$ cat src/sv/sss_pkg.sv
// ----------------------------------------------------------------------------
// SD SPI sector sequencer package
// Types, codes and constants shared by the sequencer modules.
// ----------------------------------------------------------------------------
`default_nettype none

package sss_pkg;

    localparam int SECTOR_BYTES = 512;
    localparam int CNT_W = ($clog2(SECTOR_BYTES + 1) > 8) ? $clog2(SECTOR_BYTES + 1) : 8;
    localparam int CFG_IDX_W = 3;
    localparam int CFG_DATA_W = 10;

    typedef logic [CNT_W-1:0] cnt_t;
    localparam cnt_t SECTOR_CNT = cnt_t'(SECTOR_BYTES);
    localparam cnt_t FRAME_LEN = cnt_t'(6);

    localparam logic [7:0] CMD0_CODE  = 8'h40;
    localparam logic [7:0] CMD0_CRC   = 8'h95;
    localparam logic [7:0] CMD1_CODE  = 8'h41;
    localparam logic [7:0] WRITE_CODE = 8'h58;
    localparam logic [7:0] READ_CODE  = 8'h51;
    localparam logic [7:0] DATA_TOKEN = 8'hFE;
    localparam logic [7:0] FILL_BYTE  = 8'hFF;
    localparam logic [7:0] R1_IDLE    = 8'h01;
    localparam logic [7:0] R1_READY   = 8'h00;

    typedef enum logic [1:0] {
        CMD_BYTE  = 2'd0,
        CMD_INIT  = 2'd1,
        CMD_READ  = 2'd2,
        CMD_WRITE = 2'd3
    } cmd_t;

    typedef enum logic [1:0] {
        ST_OK       = 2'd0,
        ST_IDLE_TO  = 2'd1,
        ST_READY_TO = 2'd2,
        ST_REJECT   = 2'd3
    } status_t;

    typedef enum logic [CFG_IDX_W-1:0] {
        REG_WAKE  = 3'd0,
        REG_IDLE  = 3'd1,
        REG_READY = 3'd2,
        REG_POLLS = 3'd3,
        REG_GAP   = 3'd4
    } reg_idx_t;

    typedef enum logic [4:0] {
        PH_IDLE   = 5'd0,
        PH_WAKE   = 5'd1,
        PH_LEAD   = 5'd2,
        PH_FRAME  = 5'd3,
        PH_POLL   = 5'd4,
        PH_RTOKEN = 5'd5,
        PH_RDATA  = 5'd6,
        PH_RCRC1  = 5'd7,
        PH_RCRC2  = 5'd8,
        PH_WGAP   = 5'd9,
        PH_WTOKEN = 5'd10,
        PH_WDATA  = 5'd11,
        PH_WCRC1  = 5'd12,
        PH_WCRC2  = 5'd13,
        PH_WBUSY  = 5'd14
    } phase_t;

    typedef struct packed {
        logic [7:0] wake_bytes;
        logic [7:0] idle_attempts;
        logic [7:0] ready_attempts;
        logic [9:0] response_polls;
        logic [7:0] write_gap_bytes;
    } cfg_t;

    typedef struct packed {
        logic [7:0] mosi;
        logic       exchange;
        logic       cs_active;
        logic       need_wdata;
        logic [7:0] rdata;
        logic       rdata_valid;
        logic       done_res;
        logic [1:0] status;
        logic [7:0] resp;
    } res_t;

endpackage

`default_nettype wire

$ cat src/sv/sss_cfg.sv
// ----------------------------------------------------------------------------
// SD SPI sector sequencer configuration registers
// Holds the timing and retry registers written through the config channel.
// ----------------------------------------------------------------------------
`default_nettype none

module sss_cfg (
    input  wire logic                           clk,
    input  wire logic                           rst_n,
    input  wire logic                           wr_en,
    input  wire logic [sss_pkg::CFG_IDX_W-1:0]  wr_index,
    input  wire logic [sss_pkg::CFG_DATA_W-1:0] wr_data,
    output sss_pkg::cfg_t                       cfg
);

    sss_pkg::cfg_t cfg_reg;
    sss_pkg::cfg_t cfg_next;

    always_comb
    begin
        cfg_next = cfg_reg;
        if (wr_en)
        begin
            case (wr_index)
                sss_pkg::REG_WAKE:  cfg_next.wake_bytes      = wr_data[7:0];
                sss_pkg::REG_IDLE:  cfg_next.idle_attempts   = wr_data[7:0];
                sss_pkg::REG_READY: cfg_next.ready_attempts  = wr_data[7:0];
                sss_pkg::REG_POLLS: cfg_next.response_polls  = wr_data[9:0];
                sss_pkg::REG_GAP:   cfg_next.write_gap_bytes = wr_data[7:0];
                default:            cfg_next = cfg_reg;
            endcase
        end
    end

    always_ff @(posedge clk or negedge rst_n)
    begin
        if (!rst_n)
        begin
            cfg_reg.wake_bytes      <= 8'd15;
            cfg_reg.idle_attempts   <= 8'd7;
            cfg_reg.ready_attempts  <= 8'd102;
            cfg_reg.response_polls  <= 10'd502;
            cfg_reg.write_gap_bytes <= 8'd100;
        end
        else
        begin
            cfg_reg <= cfg_next;
        end
    end

    assign cfg = cfg_reg;

endmodule

`default_nettype wire

$ cat src/sv/sss_seq.sv
// ----------------------------------------------------------------------------
// SD SPI sector sequencer phase engine
// Decides the next byte, select level and status for each transaction.
// ----------------------------------------------------------------------------
`default_nettype none

module sss_seq (
    input  wire logic          clk,
    input  wire logic          rst_n,
    input  wire logic          step,
    input  wire logic [1:0]    cmd,
    input  wire logic [22:0]   sector,
    input  wire logic [7:0]    miso,
    input  wire logic [7:0]    wdata,
    input  sss_pkg::cfg_t      cfg,
    output sss_pkg::res_t      res
);

    sss_pkg::phase_t phase_reg, phase_next;
    logic [1:0]      kind_reg, kind_next;
    logic [47:0]     frame_reg, frame_next;
    sss_pkg::cnt_t   byte_reg, byte_next;
    logic [9:0]      poll_reg, poll_next;
    logic [7:0]      att_reg, att_next;
    logic            cs_reg, cs_next;
    logic [7:0]      lresp_reg, lresp_next;

    logic            req;
    logic            first;
    logic            init_ok;
    logic            resp_bad;
    logic            poll_done;
    logic [9:0]      polls_min;
    logic [7:0]      att_inc;
    logic [7:0]      att_lim;
    logic            att_fail;
    logic            gap_more;
    logic            wake_more;
    sss_pkg::cnt_t   byte_inc;
    logic [7:0]      frame_byte;

    assign req       = (cmd != sss_pkg::CMD_BYTE);
    assign first     = (frame_reg[47:40] == sss_pkg::CMD0_CODE);
    assign init_ok   = first ? (miso == sss_pkg::R1_IDLE) : (miso == sss_pkg::R1_READY);
    assign resp_bad  = (miso != sss_pkg::R1_READY);
    assign polls_min = (cfg.response_polls == 10'd0) ? 10'd1 : cfg.response_polls;
    assign poll_done = (miso != sss_pkg::FILL_BYTE) || (poll_reg >= polls_min);
    assign att_inc   = att_reg + 8'd1;
    assign att_lim   = first ? ((cfg.idle_attempts == 8'd0) ? 8'd1 : cfg.idle_attempts)
                             : ((cfg.ready_attempts == 8'd0) ? 8'd1 : cfg.ready_attempts);
    assign att_fail  = (att_inc >= att_lim);
    assign gap_more  = (byte_reg < sss_pkg::cnt_t'(cfg.write_gap_bytes));
    assign wake_more = (byte_reg < sss_pkg::cnt_t'(cfg.wake_bytes));
    assign byte_inc  = byte_reg + sss_pkg::cnt_t'(1);

    always_comb
    begin
        case (byte_reg[2:0])
            3'd0:    frame_byte = frame_reg[47:40];
            3'd1:    frame_byte = frame_reg[39:32];
            3'd2:    frame_byte = frame_reg[31:24];
            3'd3:    frame_byte = frame_reg[23:16];
            3'd4:    frame_byte = frame_reg[15:8];
            3'd5:    frame_byte = frame_reg[7:0];
            default: frame_byte = sss_pkg::FILL_BYTE;
        endcase
    end

    // next state
    always_comb
    begin
        phase_next = phase_reg;
        kind_next  = kind_reg;
        frame_next = frame_reg;
        byte_next  = byte_reg;
        poll_next  = poll_reg;
        att_next   = att_reg;
        cs_next    = cs_reg;
        lresp_next = lresp_reg;
        if (req)
        begin
            kind_next  = cmd;
            byte_next  = '0;
            poll_next  = '0;
            att_next   = '0;
            cs_next    = 1'b0;
            phase_next = sss_pkg::PH_LEAD;
            if (cmd == sss_pkg::CMD_INIT)
            begin
                frame_next = {sss_pkg::CMD0_CODE, 32'd0, sss_pkg::CMD0_CRC};
                if (cfg.wake_bytes != 8'd0)
                begin
                    phase_next = sss_pkg::PH_WAKE;
                    byte_next  = sss_pkg::cnt_t'(1);
                end
            end
            else
            begin
                frame_next = {(cmd == sss_pkg::CMD_READ) ? sss_pkg::READ_CODE
                                                         : sss_pkg::WRITE_CODE,
                              sector, 9'd0, sss_pkg::FILL_BYTE};
            end
        end
        else
        begin
            case (phase_reg)
                sss_pkg::PH_WAKE:
                begin
                    if (wake_more)
                    begin
                        byte_next = byte_inc;
                    end
                    else
                    begin
                        phase_next = sss_pkg::PH_LEAD;
                        cs_next    = 1'b0;
                    end
                end
                sss_pkg::PH_LEAD:
                begin
                    phase_next = sss_pkg::PH_FRAME;
                    cs_next    = 1'b1;
                    byte_next  = sss_pkg::cnt_t'(1);
                end
                sss_pkg::PH_FRAME:
                begin
                    if (byte_reg < sss_pkg::FRAME_LEN)
                    begin
                        byte_next = byte_inc;
                    end
                    else
                    begin
                        phase_next = sss_pkg::PH_POLL;
                        poll_next  = 10'd1;
                    end
                end
                sss_pkg::PH_POLL:
                begin
                    if (poll_done)
                    begin
                        lresp_next = miso;
                        case (kind_reg)
                            sss_pkg::CMD_INIT:
                            begin
                                if (init_ok)
                                begin
                                    if (first)
                                    begin
                                        att_next   = '0;
                                        frame_next = {sss_pkg::CMD1_CODE, 32'd0,
                                                      sss_pkg::FILL_BYTE};
                                        phase_next = sss_pkg::PH_LEAD;
                                        cs_next    = 1'b0;
                                    end
                                    else
                                    begin
                                        phase_next = sss_pkg::PH_IDLE;
                                        cs_next    = 1'b0;
                                    end
                                end
                                else
                                begin
                                    att_next = att_inc;
                                    if (att_fail)
                                    begin
                                        phase_next = sss_pkg::PH_IDLE;
                                        cs_next    = 1'b1;
                                    end
                                    else
                                    begin
                                        phase_next = sss_pkg::PH_LEAD;
                                        cs_next    = 1'b0;
                                    end
                                end
                            end
                            sss_pkg::CMD_READ:
                            begin
                                if (resp_bad)
                                begin
                                    phase_next = sss_pkg::PH_IDLE;
                                    cs_next    = 1'b0;
                                end
                                else
                                begin
                                    phase_next = sss_pkg::PH_RTOKEN;
                                end
                            end
                            default:
                            begin
                                if (resp_bad)
                                begin
                                    phase_next = sss_pkg::PH_IDLE;
                                    cs_next    = 1'b1;
                                end
                                else if (cfg.write_gap_bytes != 8'd0)
                                begin
                                    phase_next = sss_pkg::PH_WGAP;
                                    byte_next  = sss_pkg::cnt_t'(1);
                                end
                                else
                                begin
                                    phase_next = sss_pkg::PH_WTOKEN;
                                end
                            end
                        endcase
                    end
                    else
                    begin
                        poll_next = poll_reg + 10'd1;
                    end
                end
                sss_pkg::PH_RTOKEN:
                begin
                    if (miso == sss_pkg::DATA_TOKEN)
                    begin
                        phase_next = sss_pkg::PH_RDATA;
                        byte_next  = '0;
                    end
                end
                sss_pkg::PH_RDATA:
                begin
                    byte_next = byte_inc;
                    if (byte_inc >= sss_pkg::SECTOR_CNT)
                    begin
                        phase_next = sss_pkg::PH_RCRC1;
                    end
                end
                sss_pkg::PH_RCRC1:
                begin
                    phase_next = sss_pkg::PH_RCRC2;
                end
                sss_pkg::PH_RCRC2:
                begin
                    phase_next = sss_pkg::PH_IDLE;
                    cs_next    = 1'b0;
                end
                sss_pkg::PH_WGAP:
                begin
                    if (gap_more)
                    begin
                        byte_next = byte_inc;
                    end
                    else
                    begin
                        phase_next = sss_pkg::PH_WTOKEN;
                    end
                end
                sss_pkg::PH_WTOKEN:
                begin
                    phase_next = sss_pkg::PH_WDATA;
                    byte_next  = sss_pkg::cnt_t'(1);
                end
                sss_pkg::PH_WDATA:
                begin
                    if (byte_reg < sss_pkg::SECTOR_CNT)
                    begin
                        byte_next = byte_inc;
                    end
                    else
                    begin
                        phase_next = sss_pkg::PH_WCRC1;
                    end
                end
                sss_pkg::PH_WCRC1:
                begin
                    phase_next = sss_pkg::PH_WCRC2;
                end
                sss_pkg::PH_WCRC2:
                begin
                    phase_next = sss_pkg::PH_WBUSY;
                end
                sss_pkg::PH_WBUSY:
                begin
                    if (miso == sss_pkg::FILL_BYTE)
                    begin
                        phase_next = sss_pkg::PH_IDLE;
                        cs_next    = 1'b0;
                    end
                end
                default:
                begin
                    phase_next = sss_pkg::PH_IDLE;
                end
            endcase
        end
    end

    // result
    always_comb
    begin
        res             = '0;
        res.mosi        = sss_pkg::FILL_BYTE;
        res.cs_active   = cs_next;
        res.resp        = lresp_next;
        res.status      = sss_pkg::ST_OK;
        if (req)
        begin
            res.exchange = 1'b1;
        end
        else
        begin
            case (phase_reg)
                sss_pkg::PH_WAKE,
                sss_pkg::PH_RTOKEN,
                sss_pkg::PH_RCRC1,
                sss_pkg::PH_WCRC1,
                sss_pkg::PH_WCRC2:
                begin
                    res.exchange = 1'b1;
                end
                sss_pkg::PH_LEAD:
                begin
                    res.exchange = 1'b1;
                    res.mosi     = frame_reg[47:40];
                end
                sss_pkg::PH_FRAME:
                begin
                    res.exchange = 1'b1;
                    if (byte_reg < sss_pkg::FRAME_LEN)
                    begin
                        res.mosi = frame_byte;
                    end
                end
                sss_pkg::PH_POLL:
                begin
                    if (poll_done)
                    begin
                        case (kind_reg)
                            sss_pkg::CMD_INIT:
                            begin
                                if (init_ok)
                                begin
                                    res.exchange = first;
                                    res.done_res = !first;
                                end
                                else if (att_fail)
                                begin
                                    res.done_res = 1'b1;
                                    res.status   = first ? sss_pkg::ST_IDLE_TO
                                                         : sss_pkg::ST_READY_TO;
                                end
                                else
                                begin
                                    res.exchange = 1'b1;
                                end
                            end
                            sss_pkg::CMD_READ:
                            begin
                                if (resp_bad)
                                begin
                                    res.done_res = 1'b1;
                                    res.status   = sss_pkg::ST_REJECT;
                                end
                                else
                                begin
                                    res.exchange = 1'b1;
                                end
                            end
                            default:
                            begin
                                if (resp_bad)
                                begin
                                    res.done_res = 1'b1;
                                    res.status   = sss_pkg::ST_REJECT;
                                end
                                else
                                begin
                                    res.exchange = 1'b1;
                                    if (cfg.write_gap_bytes == 8'd0)
                                    begin
                                        res.mosi       = sss_pkg::DATA_TOKEN;
                                        res.need_wdata = 1'b1;
                                    end
                                end
                            end
                        endcase
                    end
                    else
                    begin
                        res.exchange = 1'b1;
                    end
                end
                sss_pkg::PH_RDATA:
                begin
                    res.exchange    = 1'b1;
                    res.rdata       = miso;
                    res.rdata_valid = 1'b1;
                end
                sss_pkg::PH_RCRC2:
                begin
                    res.done_res = 1'b1;
                end
                sss_pkg::PH_WGAP:
                begin
                    res.exchange = 1'b1;
                    if (!gap_more)
                    begin
                        res.mosi       = sss_pkg::DATA_TOKEN;
                        res.need_wdata = 1'b1;
                    end
                end
                sss_pkg::PH_WTOKEN:
                begin
                    res.exchange   = 1'b1;
                    res.mosi       = wdata;
                    res.need_wdata = (sss_pkg::cnt_t'(1) < sss_pkg::SECTOR_CNT);
                end
                sss_pkg::PH_WDATA:
                begin
                    res.exchange = 1'b1;
                    if (byte_reg < sss_pkg::SECTOR_CNT)
                    begin
                        res.mosi       = wdata;
                        res.need_wdata = (byte_inc < sss_pkg::SECTOR_CNT);
                    end
                end
                sss_pkg::PH_WBUSY:
                begin
                    if (miso == sss_pkg::FILL_BYTE)
                    begin
                        res.done_res = 1'b1;
                    end
                    else
                    begin
                        res.exchange = 1'b1;
                    end
                end
                default:
                begin
                    res.exchange = 1'b0;
                end
            endcase
        end
    end

    always_ff @(posedge clk or negedge rst_n)
    begin
        if (!rst_n)
        begin
            phase_reg <= sss_pkg::PH_IDLE;
            kind_reg  <= '0;
            frame_reg <= '0;
            byte_reg  <= '0;
            poll_reg  <= '0;
            att_reg   <= '0;
            cs_reg    <= 1'b0;
            lresp_reg <= '0;
        end
        else if (step)
        begin
            phase_reg <= phase_next;
            kind_reg  <= kind_next;
            frame_reg <= frame_next;
            byte_reg  <= byte_next;
            poll_reg  <= poll_next;
            att_reg   <= att_next;
            cs_reg    <= cs_next;
            lresp_reg <= lresp_next;
        end
    end

endmodule

`default_nettype wire

$ cat src/sv/sd_spi_sector_sequencer_core.sv
// ----------------------------------------------------------------------------
// SD SPI sector sequencer core
// Byte-level SPI-mode SD/MMC host: init, sector read and sector write.
// ----------------------------------------------------------------------------
// Each input transaction reports one finished byte exchange (or starts a
// request) and yields one result transaction naming the next byte to send,
// whether to exchange it and the select level. One transaction per clock is
// sustained while out_ready is held high; a transaction passes an input
// register and then a result register, and a stalled output holds it in the
// input register. The phase engine updates all its counters on each step.
// Configuration registers are to be written only while no request is in
// flight; the core itself does not enforce it, as cfg_ready is always high.
`default_nettype none

module sd_spi_sector_sequencer_core (
    input  wire logic                           clk,
    input  wire logic                           rst_n,
    input  wire logic                           in_valid,
    output wire logic                           in_ready,
    input  wire logic [1:0]                     cmd,
    input  wire logic [22:0]                    sector,
    input  wire logic [7:0]                     miso,
    input  wire logic [7:0]                     wdata,
    output wire logic                           out_valid,
    input  wire logic                           out_ready,
    output wire logic [7:0]                     mosi,
    output wire logic                           exchange,
    output wire logic                           cs_active,
    output wire logic                           need_wdata,
    output wire logic [7:0]                     rdata,
    output wire logic                           rdata_valid,
    output wire logic                           done_res,
    output wire logic [1:0]                     status,
    output wire logic [7:0]                     resp,
    input  wire logic                           cfg_valid,
    output wire logic                           cfg_ready,
    input  wire logic [sss_pkg::CFG_IDX_W-1:0]  cfg_index,
    input  wire logic [sss_pkg::CFG_DATA_W-1:0] cfg_data
);

    logic          in_valid_reg;
    logic [1:0]    cmd_reg;
    logic [22:0]   sector_reg;
    logic [7:0]    miso_reg;
    logic [7:0]    wdata_reg;
    logic          out_valid_reg, out_valid_next;
    sss_pkg::res_t res_reg;
    sss_pkg::res_t res_comb;
    sss_pkg::cfg_t cfg;
    logic          advance;
    logic          in_take;

    assign advance   = in_valid_reg && (!out_valid_reg || out_ready);
    assign in_ready  = !in_valid_reg || advance;
    assign in_take   = in_valid && in_ready;
    assign cfg_ready = 1'b1;

    sss_cfg u_cfg (
        .clk      (clk),
        .rst_n    (rst_n),
        .wr_en    (cfg_valid),
        .wr_index (cfg_index),
        .wr_data  (cfg_data),
        .cfg      (cfg)
    );

    sss_seq u_seq (
        .clk    (clk),
        .rst_n  (rst_n),
        .step   (advance),
        .cmd    (cmd_reg),
        .sector (sector_reg),
        .miso   (miso_reg),
        .wdata  (wdata_reg),
        .cfg    (cfg),
        .res    (res_comb)
    );

    always_comb
    begin
        out_valid_next = out_valid_reg;
        if (advance)
        begin
            out_valid_next = 1'b1;
        end
        else if (out_ready)
        begin
            out_valid_next = 1'b0;
        end
    end

    always_ff @(posedge clk or negedge rst_n)
    begin
        if (!rst_n)
        begin
            in_valid_reg  <= 1'b0;
            out_valid_reg <= 1'b0;
        end
        else
        begin
            if (in_ready)
            begin
                in_valid_reg <= in_valid;
            end
            out_valid_reg <= out_valid_next;
        end
    end

    always_ff @(posedge clk)
    begin
        if (in_take)
        begin
            cmd_reg    <= cmd;
            sector_reg <= sector;
            miso_reg   <= miso;
            wdata_reg  <= wdata;
        end
        if (advance)
        begin
            res_reg <= res_comb;
        end
    end

    assign out_valid   = out_valid_reg;
    assign mosi        = res_reg.mosi;
    assign exchange    = res_reg.exchange;
    assign cs_active   = res_reg.cs_active;
    assign need_wdata  = res_reg.need_wdata;
    assign rdata       = res_reg.rdata;
    assign rdata_valid = res_reg.rdata_valid;
    assign done_res    = res_reg.done_res;
    assign status      = res_reg.status;
    assign resp        = res_reg.resp;

endmodule

`default_nettype wire

$ cat config.mk
export PLATFORM = sky130hd
export DESIGN_NAME = sd_spi_sector_sequencer_core
export DESIGN_NICKNAME = d
export VERILOG_FILES = /design/src/sv/sss_pkg.sv /design/src/sv/sss_cfg.sv /design/src/sv/sss_seq.sv /design/src/sv/sd_spi_sector_sequencer_core.sv
export SDC_FILE = /design/constraint.sdc
export NUM_CORES = 1
export LEC_CHECK = 0
export ABC_CLOCK_PERIOD_IN_PS = 3100
export BUFFER_PORTS_ARGS = -buffer_cell sky130_fd_sc_hd__buf_2
export CORE_UTILIZATION = 50
export CTS_BUF_LIST = sky130_fd_sc_hd__clkbuf_16
export CTS_CLUSTER_DIAMETER = 100
export DETAILED_ROUTE_END_ITERATION = 10
export PLACE_DENSITY = 0.71
export SLEW_MARGIN = 20
export SYNTH_ARGS = -nofsm -noshare
export SYNTH_HDL_FRONTEND = slang
export SYNTH_SLANG_ARGS = --single-unit
$ cat constraint.sdc
create_clock -name clk -period 3.1 [get_ports clk]
set_clock_uncertainty 0.2 [all_clocks]
set_input_delay 0.31 -clock clk [delete_from_list [all_inputs] [get_ports clk]]
set_output_delay 0.31 -clock clk [all_outputs]
set_load 0.01 [all_outputs]
* After elaboration in Yosys (flattened, before gate mapping)
Cells that the tools add are included.
Storage, ports and cells: word-level logic and storage cells 237, bits in registers 208, output and inout port bits 34, input port bits 59
Cells by class: reductions and logical operators 43, equal/unequal tests 49, add/subtract/negate cells 3, mux-type cells 103, bitwise logic cells 3, magnitude comparators 8
Operators by type and width (number):
- 48-bit two-way mux | 7
- 10-bit two-way mux | 15
- 8-bit two-way mux | 15
- 8-bit case mux with 6 select lines | 2
- 10-bit case mux with 8 select lines | 1
- 5-bit case mux with 13 select lines | 1
- 5-bit two-way mux | 12
- 5-bit by 4-bit == test with 1-bit output (second input constant) | 7
- 8-bit zero test | 4
- 3-bit by 1-bit != test with 1-bit output (second input constant) | 10
- 1-bit two-way mux | 29
- 8-bit nonzero test | 3
- 3-bit by 2-bit != test with 1-bit output (second input constant) | 7
- 10-bit by 1-bit adder with 10-bit output (second input constant) | 2
- 5-bit by 3-bit == test with 1-bit output (second input constant) | 4
- 10-bit less-than comparator (second input constant) | 2
- 10-bit by 8-bit less-than comparator with 1-bit output | 2
- 10-bit case mux with 2 select lines | 1
- 8-bit == test (second input constant) | 2
- 3-bit two-way mux | 5
- 2-bit two-way mux | 7
- 2-bit nonzero test | 7
- 3-bit by 2-bit == test with 1-bit output (second input constant) | 4
- 2-bit AND reduction | 6
- other kinds (36) | 54

* Logic depth before layout (Yosys ltp)
Gate-level depths: netlist of the first run.
depth after elaboration 10, depth in mapped cells 13, mapped depth without buffers 12

* By module
Synthesis of the first run repeated with hierarchy kept, for this count alone.
Unflattened totals: cells, all modules 785, area total of the unflattened synthesis 9414.0 um2
By module, submodules not included:
- sss_seq | instances 1, sequential area each 1776.7 um2, area each 5499.0 um2, cells each 610
- sd_spi_sector_sequencer_core | instances 1, sequential area each 2212.1 um2, area each 2277.2 um2, cells each 82
- sss_cfg | instances 1, sequential area each 1077.3 um2, area each 1637.8 um2, cells each 93

* Worst setup path after synthesis of the first run
OpenSTA, ideal clock, no wires.
kind flip-flop to flip-flop, from register u_seq.frame_reg[44], to register res_reg, in the netlist cs_active (data pin), cell stages (with the launch flop) 13, clock period less this slack 3.357 ns, path buffers 2, data arrival time 2.889 ns, setup time 0.267 ns, slack -0.257 ns, data required time 2.633 ns, path through dfrtp_1 > or4b_2 > clkbuf_1 > buf_1 > mux2i_1 > ha_1 > a211oi_1 > o21ai_0 > a21oi_1 > nand3b_1 > o22ai_1 > a31oi_1 > a21oi_1
RTL lines:
- from (decl) | line sss_seq.sv:21 | logic [47:0] frame_reg, frame_next;
- from (signal assigned) | line sss_seq.sv:453 | frame_reg <= frame_next;
- to (signal assigned) | line sd_spi_sector_sequencer_core.sv:120 | res_reg <= res_comb;
- to (decl) | line sd_spi_sector_sequencer_core.sv:47 | sss_pkg::res_t res_reg;

==> results of run 1 <==
## cell usage in the layout, fill, tap and decap left out, types with 11 or more instances in the layout
cell type / count
buf_2: 90
a21oi_1: 31
dlygate4sd3_1: 55
clkbuf_16: 17
nand3_1: 21
a22o_1: 34
ha_1: 40
and3_1: 11
buf_4: 45
o21ai_0: 37
inv_1: 42
dfstp_2: 21
edfxtp_1: 72
nor3_1: 14
dfrtp_1: 94
mux2_2: 44
nor2_1: 35
nand2_1: 61
mux2i_1: 12
nand2b_1: 19
## worst paths after layout
check	from	endpoint	slack (ns)	cells past startpoint
hold reg to reg	sector_reg[21]$_DFFE_PP_	u_seq.frame_reg[38]$_DFFE_PN0P_	0.28	1
min in group asynchronous	rst_n	u_cfg.cfg[41]$_DFFE_PN0P_	0.21	2
setup reg to reg	u_seq.frame_reg[44]$_DFFE_PN0P_	cs_active$_DFFE_PP_	-0.01	10
setup / recovery	u_seq.frame_reg[44]$_DFFE_PN0P_	cs_active$_DFFE_PP_	-0.01	10
hold / removal	cfg_index[0]	u_cfg.cfg[2]$_DFFE_PN1P_	0.17	5
max in group asynchronous	rst_n	u_cfg.cfg[19]$_DFFE_PN1P_	1.77	3
## critical path, delay by kind of cell, from the launching register on
| family | cells | cell delay, ns |
|---|---|---|
| adders and majority gates | 1 | 0.33 |
| AOI/OAI and AO/OA | 6 | 0.96 |
| muxes | 1 | 0.16 |
| and+or+nand+nor | 2 | 0.79 |
| DFF | 1 | 0.43 |
## cell families (layout without fill, tap and decap cells)
group                      Yosys count  count (layout)  synth area share
adders and majority gates           42              42            0.0565
DFF                                187             187             0.545
AOI/OAI and AO/OA                  214             214             0.169
other                                1               1          0.000403
muxes                               56              56            0.0662
and+or+nand+nor                    225             226             0.125
xor gates and xnor gates             6               6           0.00565
buffers and inverters               77             268            0.0335
## power breakdown
group          total (mW)  internal, mW  switching, mW
Combinational        1.88         0.805           1.08
Clock                2.32          1.25           1.07
Sequential           3.23          3.00          0.226
## timing repair
action / 4_1_cts / 5_1_grt
gates cloned: 1 / 0
hold buffers: 55 / 0
pin swaps: 3 / 13
endpoints found under the hold margin: 101 / 0
endpoints found under the setup margin: 12 / 65
gates resized for setup: 6 / 18
buffers inserted: 0 / 2
## per-layer routing
metal,GRT usage,vias up,part of all wire
met1,0.345,3526,0.45
met3,0.0433,49,0.043
met2,0.402,224,0.48
met4,0.106,0,0.027
li1,-,3414,-
met5,0,-,0
## through the flow
stage / total power, mW / setup slack, ns / instances / TNS [ns] / util
3_5_place_dp: 5.00 / -0.121 / 1141 / -0.300 / 0.568
5_1_grt: 7.76 / -0.0800 / 1229 / -0.353 / 0.641
3_3_place_gp: 4.96 / 0.0219 / 1141 / 0 / 0.568
2_1_floorplan: 4.39 / 0.0407 / 808 / 0 / -
4_1_cts: 7.40 / 0.00519 / 1229 / 0 / 0.636
6_report: 7.43 / -0.0149 / 1229 / -0.0149 / 0.641
## area by class of cell
cell class	instances	area (µm²)	share of cell area
Clock inverter	15	224	0.0193
Timing Repair Buffer	192	1380	0.119
Multi-Input combinational cell	545	4040	0.349
Sequential cell	187	5070	0.437
Clock buffer	17	425	0.0367
Inverter	44	165	0.0143
Tap cell	229	287	0.0247
==> out/metrics.cfg, run 1 <==
[power_and_ir_drop]
leakagePower_nw = 5.08
ir_drop_v = 0.000441
power.density_mw_per_mm2 = 641

[placed_design]
placed_area_mm2 = 0.0103
port_buffers = 91
hpwl_um = 15600
gp_congestion = 0.895

[outcome]
status = finished, violations left
failed_checks = design-rule violations, negative setup slack

[global_route]
grt-ovfl-total = 0
grt_pass1_wl_um = 38000
grt_usage = 0.253
antenna_found_initial = 0
grt_pass1_vias = 7210
grt_max_degree = 55

[timing]
rsz0062_at_grt = yes
finalMaxSlewViolations = 0
timing.fmax_mhz = 321
maxSlewHeadroom = 0.361
layout_setup_ws_ns = -0.0149
fin_hold_ws_ns = 0.169
period_share = 1.00
worst_slew_pin_slew_ns = 0.959
hold_violations = 0
period_minus_slack_ns = 3.11
setup_violations = 1

[worst_setup_path]
worstPathArrival_ns = 3.09
worstSetupEndpointType = flip-flop
criticalPathCategory = reg2reg
cp_max_fo = 5
cp_slowest_cell = or4b_4
crit_chain = or4b_4 -> mux2i_1 -> ha_1 -> a211oi_2 -> o21ai_2 -> a21oi_2 -> nand3b_1 -> o22ai_1 -> a31oi_1 -> a21oi_1
max_stage_delay_ns = 0.62
required_ns = 3.07
cp-start-kind = flip-flop

[logic_synthesis]
synthesis.area_per_instance_um2 = 11.5
yosysTopAreaCellShare = 0.253
netlist_top_cells_area = dfrtp_1 25%, edfxtp_1 23%, dfstp_2 5.9%
synth_nets = 909
netlist_instances = 808
synth_edf_count = 72
syn-cell-area_mm2 = 0.00930
synth-seq-cells = 187
yosys_warnings = 0
yosys_most_used_dff = dfrtp_1
yosysSeqAreaShare = 0.545
synth_top_cell_by_area = dfrtp_1
synthMostInstantiatedCell = dfrtp_1
ys_types = 71
synth_top_cells_by_count = 94 x dfrtp_1, 72 x edfxtp_1, 61 x nand2_1
synthArstFlopShare = 0.615

[clock_network]
cts.sinks = 187
numCtsBuffers = 17
clockBufferDepth = 2
cts-root-buf = clkbuf_16
clock_latency_ns = 0.44
h-tree-depth = 4
clkTransAtPathRegs_ns = 0.07
cts_tree = built

[job]
cap_violations = 0

[layout]
postLayoutCellArea_mm2 = 0.0116
diodes = 0
num-fill-cells = 1387
drive_gt1_frac = 0.270
largest_reg_flops = 42
nets = 1088
area_delta_synth_final_pct = 24.6

[die]
io_pins = 93
die_area_mm2 = 0.0192
dieHeight_um = 138
rows = 49
initial_core_util = 0.514
die_w_um = 138
fp.coreArea_mm2 = 0.0181

[routing]
initialDrtViolationCount = 621
post-route-drc-count = 8
antenna_left = 0
vias = 7213
dr.pass1.iters = 10
wl_um = 23300
wl_per_cell_um = 19.0
vias_per_cell = 5.87

[min_path]
min_path_type = in2reg

(Power assumes the default switching activity.)
==> run 2, diff against run 1 <==
- RECOVER_POWER: unset -> 50
==> out/metrics.cfg, run 2 (same netlist as run 1, synthesis figures left out) <==
[outcome]
status = finished, violations left  ; unchanged
failed_checks = design-rule violations, max-capacitance violations, max-slew violations, negative setup slack  ; was design-rule violations, negative setup slack

[timing]
period_share = 1.01  ; was 1.00
layout_setup_ws_ns = -0.0194  ; was -0.0149 ns
hold_violations = 0  ; unchanged
setup_violations = 1  ; unchanged
maxSlewHeadroom = -0.562  ; was 0.361
rsz0062_at_grt = yes  ; unchanged
finalMaxSlewViolations = 42  ; was 0
worst_slew_pin_slew_ns = 2.34  ; was 0.959 ns
timing.fmax_mhz = 321  ; about the same
period_minus_slack_ns = 3.12  ; was 3.11 ns

[clock_network]
cts-root-buf = clkbuf_16  ; unchanged
clkTransAtPathRegs_ns = 0.07  ; about the same
h-tree-depth = 4  ; unchanged
clock_latency_ns = 0.44  ; about the same
clockBufferDepth = 2  ; unchanged
cts.sinks = 187  ; unchanged
numCtsBuffers = 17  ; unchanged
cts_tree = built  ; unchanged

[global_route]
grt-ovfl-total = 0  ; unchanged
grt_max_degree = 55  ; unchanged
grt_pass1_wl_um = 38000  ; unchanged
grt_usage = 0.253  ; unchanged
antenna_found_initial = 0  ; unchanged
grt_pass1_vias = 7210  ; unchanged

[power_and_ir_drop]
intPower_mw = 5.04  ; was 5.05 mW
power_frac_seq = 0.435  ; was 0.434
p_sw_mw = 2.38  ; about the same
ir_drop_v = 0.000444  ; was 0.000441 V
clkPwrFrac = 0.314  ; was 0.313
power.density_mw_per_mm2 = 643  ; was 641 mW/mm²
switching_share = 0.321  ; was 0.320
pwr-share-comb = 0.252  ; was 0.253
total_power_mw = 7.43  ; about the same
leakagePower_nw = 5.00  ; was 5.08 nW

[min_path]
hold_depth = 5  ; unchanged
min_path_type = in2reg  ; unchanged
hold_start = cfg_index[0]  ; unchanged
worstHoldEndpoint = u_cfg.cfg[2]$_DFFE_PN1P_  ; unchanged

[layout]
seq_area_mm2 = 0.00507  ; unchanged
num-fill-cells = 1402  ; was 1387
diodes = 0  ; unchanged
nets = 1088  ; unchanged
final_cell_mix = 94 x dfrtp_1, 72 x edfxtp_1, 66 x buf_2  ; was 94 x dfrtp_1, 90 x buf_2, 72 x edfxtp_1
mostFrequentLayoutCell = dfrtp_1  ; unchanged
drive_gt1_frac = 0.244  ; was 0.270
area_delta_synth_final_pct = 24.2  ; was 24.6%
layoutNonFillerInstCount = 1229  ; unchanged
multiInputGateArea_mm2 = 0.00404  ; unchanged
largest_reg_flops = 42  ; unchanged

[worst_setup_path]
crit_buf_inv = 0  ; unchanged
crit_chain = or4b_4 -> mux2i_1 -> ha_1 -> a211oi_2 -> o21ai_2 -> a21oi_2 -> nand3b_1 -> o22ai_1 -> a31oi_1 -> a21oi_1  ; unchanged
cp_max_fo = 5  ; unchanged
max_stage_delay_ns = 0.61  ; was 0.62 ns
cp_slowest_cell = or4b_4  ; unchanged
reg2reg_slack_ns = -0.02  ; was -0.01 ns
worstPathArrival_ns = 3.10  ; was 3.09 ns
crit_family = compound AO/OA/AOI/OAI gates  ; unchanged
criticalPathCategory = reg2reg  ; unchanged
r2r-start = u_seq.frame_reg[44]$_DFFE_PN0P_  ; unchanged
crit_start = u_seq.frame_reg[44]$_DFFE_PN0P_  ; unchanged
required_ns = 3.08  ; was 3.07 ns
worstSetupEndpointType = flip-flop  ; unchanged
r2r_cells = 10  ; unchanged
cp-start-kind = flip-flop  ; unchanged
timing.rr.end = cs_active$_DFFE_PP_  ; unchanged

[routing]
vias = 7221  ; was 7213
post-route-drc-count = 8  ; unchanged
vias_per_cell = 5.88  ; was 5.87
dr.pass1.iters = 8  ; was 10
wl_per_cell_um = 18.9  ; was 19.0 µm
antenna_left = 0  ; unchanged
initialDrtViolationCount = 635  ; was 621
wl_um = 23300  ; about the same

[die]
initial_core_util = 0.514  ; unchanged
dieHeight_um = 138  ; unchanged
io_pins = 93  ; unchanged
die_area_mm2 = 0.0192  ; unchanged
fp.coreArea_mm2 = 0.0181  ; unchanged
rows = 49  ; unchanged
die_w_um = 138  ; unchanged

[placed_design]
hpwl_um = 15600  ; unchanged
gp_congestion = 0.895  ; unchanged
placed_cells = 1141  ; unchanged
port_buffers = 91  ; unchanged

[job]
cap_violations = 1  ; was 0

## run 2: cell types whose count changed in the layout (fill, tap and decap cells not counted)
cell,delta
clkbuf_1,+25
buf_2,-24
buf_4,-2
buf_1,+1
## run 2: through the flow
step / util / worst slack (ns) / hold WS (ns) / TNS, ns / area, µm²
2_1_floorplan: - / 0.0407 / -0.186 / 0 / 9310
3_3_place_gp: 0.568 / 0.0219 / 0.134 / 0 / 10300
3_5_place_dp: 0.568 / -0.121 / 0.133 / -0.300 / 10300
4_1_cts: 0.636 / 0.00519 / 0.151 / 0 / 11500
5_1_grt: 0.639 / -0.0852 / 0.218 / -3.65 / 11500
6_report: 0.639 / -0.0194 / 0.168 / -0.0194 / 11500
## run 2: worst max-delay path by stage
| stage | cells past startpoint | slack [ns] | endpoint |
|---|---|---|---|
| 2_1_floorplan | 11 | 0.04 | u_seq.byte_reg[3]$_DFFE_PN0P_ |
| 3_3_place_gp | 11 | 0.02 | cs_active$_DFFE_PP_ |
| 3_5_place_dp | 11 | -0.12 | cs_active$_DFFE_PP_ |
| 4_1_cts | 11 | 0.005 | cs_active$_DFFE_PP_ |
| 5_1_grt | 2 | -0.09 | u_seq.byte_reg[8]$_DFFE_PN0P_ |
| 6_report | 10 | -0.02 | cs_active$_DFFE_PP_ |
## run 2: what timing repair did
item | CTS | global route
pin swaps | 3 | 13
gates resized for setup | 6 | 18
hold buffers | 55 | 0
endpoints found under the setup margin | 12 | 65
gates cloned | 1 | 0
endpoints found under the hold margin | 101 | 0
setup buffers | 0 | 2
## run 2: power groups by stage
| stage | Clock [mW] | Sequential (mW) | Combinational [mW] |
|---|---|---|---|
| floorplan | 0 | 3.22 | 1.17 |
| global placement | 0 | 3.25 | 1.71 |
| detailed placement | 0 | 3.26 | 1.74 |
| CTS | 2.36 | 3.22 | 1.82 |
| global route | 2.44 | 3.27 | 2.04 |
| finish | 2.33 | 3.23 | 1.87 |
## run 2: layer usage
layer,GRT usage,share of wire
met1,0.345,0.45
met2,0.402,0.48
met3,0.0433,0.045
met4,0.106,0.026
met5,0,0
## run 2: worst reg2reg max path, stage by stage, from the launching register on
cell,delay [ns]
dfrtp_1,0.43
or4b_4,0.61
mux2i_1,0.16
ha_1,0.33
a211oi_2,0.21
o21ai_2,0.09
a21oi_2,0.24
nand3b_1,0.17
o22ai_1,0.08
a31oi_1,0.23
a21oi_1,0.12
## run 2: final cells by class
class                   count  share of cell area
clock inverters            15              0.0194
inverters                  44              0.0143
flip-flops and latches    187               0.439
repair buffers            192               0.116
clock buffers              17              0.0368
well taps                 229              0.0248
multi-input cells         545               0.350
